`src/l1dt_pkg.sv`:
```
`default_nettype none

package l1dt_pkg;

	localparam int TILE_ROWS = 8;
	localparam int TILE_COLS = 4;
	localparam int TILE_SIZE = TILE_ROWS * TILE_COLS;
	localparam int COORD_W = 32;
	localparam int MAG_W = 32;
	localparam int SUM_W = 48;
	localparam int ROW_W = 3;
	localparam int COL_W = 2;
	localparam int SEL_W = ROW_W + COL_W;
	localparam int DEPTH_W = 11;
	localparam int CFG_IDX_W = 1;
	localparam int IN_DATA_W = (TILE_ROWS + TILE_COLS) * COORD_W;
	localparam int OUT_FIELD_W = SUM_W + ROW_W + COL_W;
	localparam int OUT_DATA_W = ((OUT_FIELD_W + 7) / 8) * 8;
	localparam int OUT_PAD_W = OUT_DATA_W - OUT_FIELD_W;

	localparam logic [SUM_W-1:0] SUM_MAX = {SUM_W{1'b1}};
	localparam logic [SEL_W-1:0] SEL_LAST = SEL_W'(TILE_SIZE - 1);

	localparam logic [CFG_IDX_W-1:0] REG_DEPTH = 1'd0;
	localparam logic [CFG_IDX_W-1:0] REG_ACCUM_PRIOR = 1'd1;

	typedef enum logic [1:0] {
		ST_ACCUM,
		ST_FLUSH,
		ST_EMIT
	} state_t;

	typedef struct packed {
		logic step;
		logic clear;
		logic emit;
		logic [SEL_W-1:0] sel;
	} dp_cmd_t;

	typedef struct packed {
		logic out_free;
	} dp_status_t;

endpackage

`default_nettype wire

```
`src/l1dt_ctrl.sv`:
```
`default_nettype none

module l1dt_ctrl #(
	parameter int MAX_DEPTH = 1024
) (
	input  wire logic                           clk,
	input  wire logic                           arst_n,
	input  wire logic                           s_axis_tvalid,
	output logic                                s_axis_tready,
	input  wire logic                           cfg_valid,
	output logic                                cfg_ready,
	input  wire logic [l1dt_pkg::CFG_IDX_W-1:0] cfg_index,
	input  wire logic [l1dt_pkg::DEPTH_W-1:0]   cfg_data,
	output l1dt_pkg::dp_cmd_t                   cmd,
	input  wire l1dt_pkg::dp_status_t           status
);
	import l1dt_pkg::*;

	localparam int CNT_W = (MAX_DEPTH > 1) ? $clog2(MAX_DEPTH) : 1;
	localparam int CMP_W = ((CNT_W > DEPTH_W) ? CNT_W : DEPTH_W) + 2;

	state_t state_q;
	state_t state_d;
	logic [CNT_W-1:0] cnt_q;
	logic [SEL_W-1:0] idx_q;
	logic [DEPTH_W-1:0] depth_q;
	logic accum_prior_q;
	logic accept;
	logic tile_done;
	logic [CMP_W-1:0] eff_depth;
	logic [CMP_W-1:0] cnt_next;

	assign cfg_ready = 1'b1;

	always_ff @(posedge clk or negedge arst_n) begin
		if (!arst_n) begin
			depth_q <= DEPTH_W'(1);
			accum_prior_q <= 1'b0;
		end else if (cfg_valid) begin
			case (cfg_index)
				REG_DEPTH: depth_q <= cfg_data;
				REG_ACCUM_PRIOR: accum_prior_q <= cfg_data[0];
				default: ;
			endcase
		end
	end

	always_comb begin
		if (depth_q == '0) begin
			eff_depth = CMP_W'(1);
		end else if (CMP_W'(depth_q) > CMP_W'(MAX_DEPTH)) begin
			eff_depth = CMP_W'(MAX_DEPTH);
		end else begin
			eff_depth = CMP_W'(depth_q);
		end
		cnt_next = CMP_W'(cnt_q) + CMP_W'(1);
		tile_done = (cnt_next >= eff_depth);
	end

	assign accept = s_axis_tvalid && s_axis_tready;

	always_comb begin
		state_d = state_q;
		s_axis_tready = 1'b0;
		cmd.step = 1'b0;
		cmd.clear = (cnt_q == '0) && !accum_prior_q;
		cmd.emit = 1'b0;
		cmd.sel = idx_q;
		case (state_q)
			ST_ACCUM: begin
				s_axis_tready = 1'b1;
				cmd.step = s_axis_tvalid;
				if (s_axis_tvalid && tile_done) begin
					state_d = ST_FLUSH;
				end
			end
			ST_FLUSH: begin
				state_d = ST_EMIT;
			end
			ST_EMIT: begin
				cmd.emit = status.out_free;
				if (status.out_free && idx_q == SEL_LAST) begin
					state_d = ST_ACCUM;
				end
			end
			default: begin
				state_d = ST_ACCUM;
			end
		endcase
	end

	always_ff @(posedge clk or negedge arst_n) begin
		if (!arst_n) begin
			state_q <= ST_ACCUM;
		end else begin
			state_q <= state_d;
		end
	end

	always_ff @(posedge clk or negedge arst_n) begin
		if (!arst_n) begin
			cnt_q <= '0;
		end else if (accept) begin
			cnt_q <= tile_done ? '0 : cnt_next[CNT_W-1:0];
		end
	end

	always_ff @(posedge clk or negedge arst_n) begin
		if (!arst_n) begin
			idx_q <= '0;
		end else if (cmd.emit) begin
			idx_q <= idx_q + 1'b1;
		end
	end

	a_no_overlap: assert property (@(posedge clk) disable iff (!arst_n)
		!(accept && cmd.emit))
		else $error("Input transfer accepted while the tile is being emitted.");

	a_cnt_range: assert property (@(posedge clk) disable iff (!arst_n)
		CMP_W'(cnt_q) < CMP_W'(MAX_DEPTH))
		else $error("Step counter exceeds the maximum depth.");

	a_flush_emit: assert property (@(posedge clk) disable iff (!arst_n)
		(state_q == ST_FLUSH) |=> (state_q == ST_EMIT && idx_q == '0))
		else $error("Emission did not start at the first tile entry.");

	a_done_flush: assert property (@(posedge clk) disable iff (!arst_n)
		(accept && tile_done) |=> (state_q == ST_FLUSH && cnt_q == '0))
		else $error("Completed tile did not start its flush.");

endmodule

`default_nettype wire

```
`config.mk`:
```
export PLATFORM = sky130hd
export DESIGN_NAME = l1dt_ctrl
export DESIGN_NICKNAME = d
export VERILOG_FILES = /design/src/l1dt_pkg.sv /design/src/l1dt_ctrl.sv
export SDC_FILE = /design/constraint.sdc
export NUM_CORES = 1
export LEC_CHECK = 0
export ABC_AREA = 1
export BUFFER_PORTS_ARGS = -buffer_cell sky130_fd_sc_hd__buf_2
export CELL_PAD_IN_SITES_DETAIL_PLACEMENT = 0
export CELL_PAD_IN_SITES_GLOBAL_PLACEMENT = 2
export CORE_MARGIN = 4
export CORE_UTILIZATION = 27
export CTS_CLUSTER_SIZE = 20
export DETAILED_ROUTE_END_ITERATION = 12
export GPL_TIMING_DRIVEN = 0
export PLACE_DENSITY = 0.78
export SLEW_MARGIN = 25
export SYNTH_ARGS = -nofsm -noshare
export SYNTH_HDL_FRONTEND = slang
export SYNTH_SLANG_ARGS = --single-unit
```
`constraint.sdc`:
```
create_clock -name clk -period 6.35 [get_ports clk]
set_clock_uncertainty 0.15 [all_clocks]
set_input_delay 0.635 -clock clk [delete_from_list [all_inputs] [get_ports clk]]
set_output_delay 0.635 -clock clk [all_outputs]
set_load 0.1 [all_outputs]
```
==> run_results.csv <==
group,metric,value,unit
run_status,outcome,"completed",
worst_setup_path,startpoint_type,"flop",
worst_setup_path,cp_slowest_cell,"dfrtp_1",
detailed_routing,ant_nets,0,
worst_setup_path,critical_path_class,"flop to flop",
synth,synthTopCellsByArea,"dfrtp_1 (37%), nand2_1 (15%), ha_1 (9.8%)",
clocking,cts_root_buffer,"clkbuf_8",
place,place.gp.congestion,0.762,
detailed_routing,drtIter0Drc,56,
sta,hold_viol_final,0,
clocking,clock_latency,0.27,ns
synth,ys_ff_latch,29,
clocking,clkTransAtPathRegs,0.07,ns
grt,grt_max_degree,30,
grt,grt_pass1_vias,1543,
finish,finish.utilization,32.9,%
finish,layout.nets,316,
synth,syn_nets,284,
floorplanning,coreArea,6830,um2
detailed_routing,wl,4.24,mm
detailed_routing,vias,1617,
finish,n_antenna_cell,0,
synth,async_flop_share,100,%
place,placed_area,2160,um2
worst_setup_path,crit_top_cell,"nand2_1",
synth,yosysTopAreaCellShare,36.5,%
clocking,cts_resized,0,
synth,syn_area_per_cell,7.61,um2
clocking,htree_num_levels,2,
place,dp.cells,373,
clocking,cts.sinks,29,
floorplanning,die_w,92.3,um
synth,synthCells,252,
sta,fin_crit,2.67,ns
worst_setup_path,worstReg2RegEnd,"cnt_q[3]",
place,hpwlAfterDp,3.29,mm
worst_setup_path,reg2reg_from,"cnt_q[0]",
min_path,holdCritPathClass,"input pin to asynchronous set/reset pin",
worst_setup_path,r2r_cells,13,
synth,synth_ff_type,"dfrtp_1",
floorplanning,ioPinCount,27,
synth,synth_edf_count,0,
sta,maxSlewViolCount,0,
sta,grt_setup_unrepaired,"false",
clocking,cts_hold_buf,0,
sta,tightest_slew,0.683,ns
finish,final_cells,381,
clocking,clockBufferDepth,2,
detailed_routing,drtPass1Iterations,4,
grt,overflow,0,
worst_setup_path,timing.reg2reg.setup_slack,3.68,ns
place,port_buffers,25,
worst_setup_path,slowest_delay,0.52,ns
sta,fmax,375,MHz
synth,ys_warn_count,0,
floorplanning,dieArea,8520,um2
detailed_routing,drcViolationCount,0,
finish,drive_above_1_share,18.2,%
finish,syn2layout_area_growth,17.0,%
sta,min_period_over_period,42.0,%
sta,slew_headroom,54.5,%
clocking,postCtsSetupRepairBufs,0,
floorplanning,rows,30,
worst_setup_path,cp_max_fo,9,
worst_setup_path,crit_chain,"ha_1 -> nand3_2 -> nor2_4 -> nand3_1 -> and2_1 -> ha_1 -> nand2_1 -> nor2_1 -> nand2_1 -> inv_1 -> nand2_1 -> nand3_2 -> a21oi_1",
sta,fin_setup_tns,0,ns
sta,setup_viol,0,
synth,yosysUniqueCellTypes,30,
synth,syn_area,1920,um2
clocking,cts-buffers-inserted,5,
finish,final_area,2240,um2
floorplanning,start_util,28.1,%
synth,synth.yosys.seq_area_share,37.9,%
floorplanning,die_height,92.3,um
detailed_routing,viasPerCell,4.24,
grt,track_usage,10.9,%
clocking,cts_tree,"done",
worst_setup_path,cp.required,6.35,ns
worst_setup_path,cp.arrival,2.67,ns
grt,grt_pass1_wl,7.30,mm
job,max_cap_viol_count,0,
power,power_density,374,nW/um2
power,vdd_drop_max,0.416,mV
synth,synth_top_area_cell,"dfrtp_1",
power,leakage,0.00120,uW
grt,antenna_found_initial,0,
worst_setup_path,end_kind,"flop",
detailed_routing,wire_per_inst,11.1,um
layer usage:
layer	routed length [um]	up-vias	global-route usage, %
met1	2060	731	14.5
met5	0	-	0
met2	1970	26	17.3
met3	151	5	2.46
li1	-	855	-
met4	53	0	4.08
kinds of logic (layout without fill, tap and decap cells):
logic type,Yosys count,count (layout),synth area share (%)
xor+xnor,5,5,2.28
flops,29,29,37.9
buf+inv,43,76,9.78
simple gates,131,131,29.6
other cells,1,1,0.196
fa+ha+maj,15,15,9.78
mux,9,9,5.28
compound gates,19,19,5.22
stage by stage:
stage / total power [uW] / setup slack, ns / hold slack (ns)
final: 840 / 3.68 / 0.239
after global routing: 911 / 3.42 / 0.296
after CTS: 856 / 3.64 / 0.262
after detailed placement: 702 / 3.66 / 0.346
after global placement: 700 / 3.65 / 0.339
after floorplan: 612 / 2.77 / 0.189
cells in the mapped netlist, types with 4 or more instances:
cell type and n:
ha_1 15, mux2_1 6, inv_2 4, o21ai_1 7, nor2_1 22, nand2_1 77, xor2_1 4, inv_1 34
a21oi_1 9, nand3_1 16, dfrtp_1 28
cell type report:
cell class              count  area [um2]
plain buffers               5        45.0
clock buffers               7        76.3
clock inverters             1        5.00
fillers                   796        4590
inverters                  38         143
multi-input cells         180        1000
flip-flops and latches     29         727
well taps                  96         120
repair buffers             25         125
registers in the layout (all words and copies together) (netlist names):
register	count
cnt_q	10
depth_q	11
idx_q	5
accum_prior_q	1
state_q	2
worst max-delay path: cells and delay by family (launching register included):
family | cells | cell delay [ns]
AOI/OAI and AO/OA | 1 | 0.10
and+or+nand+nor | 9 | 1.15
buffers and inverters | 1 | 0.06
DFF | 1 | 0.52
adders and majority gates | 2 | 0.56
layout by cell type, fill, tap and decap left out, types with 2 or more instances in the layout:
cell / instances
o21ai_1: 7
mux2_1: 6
inv_1: 34
a21oi_1: 9
xor2_1: 4
nand3_2: 2
ha_1: 15
buf_4: 2
inv_2: 4
nor2_1: 22
nand2_1: 77
nand4_1: 3
dfrtp_1: 28
or2_1: 2
mux2_2: 3
clkbuf_1: 2
nand2_2: 2
and2_1: 3
clkbuf_8: 5
nand3_1: 16
buf_2: 27
worst max path at each step:
stage                     startpoint        to  slack [ns]  depth (start not counted)
after global placement      cnt_q[0]  cnt_q[7]        3.65                         13
after global routing        cnt_q[0]  cnt_q[7]        3.42                         14
after floorplan             cnt_q[0]    cmd[6]        2.77                          4
after detailed placement    cnt_q[0]  cnt_q[3]        3.66                         13
final                       cnt_q[0]  cnt_q[3]        3.68                         13
after CTS                   cnt_q[0]  cnt_q[3]        3.64                         13
where the power goes:
group          switching [uW]  internal (uW)  total [uW]  leakage (uW)
logic                     313            106         419      0.000798
clock network            71.6           76.8         148     0.0000422
registers                46.5            226         273      0.000358
No activity file was read; power rests on OpenSTA's default activity.
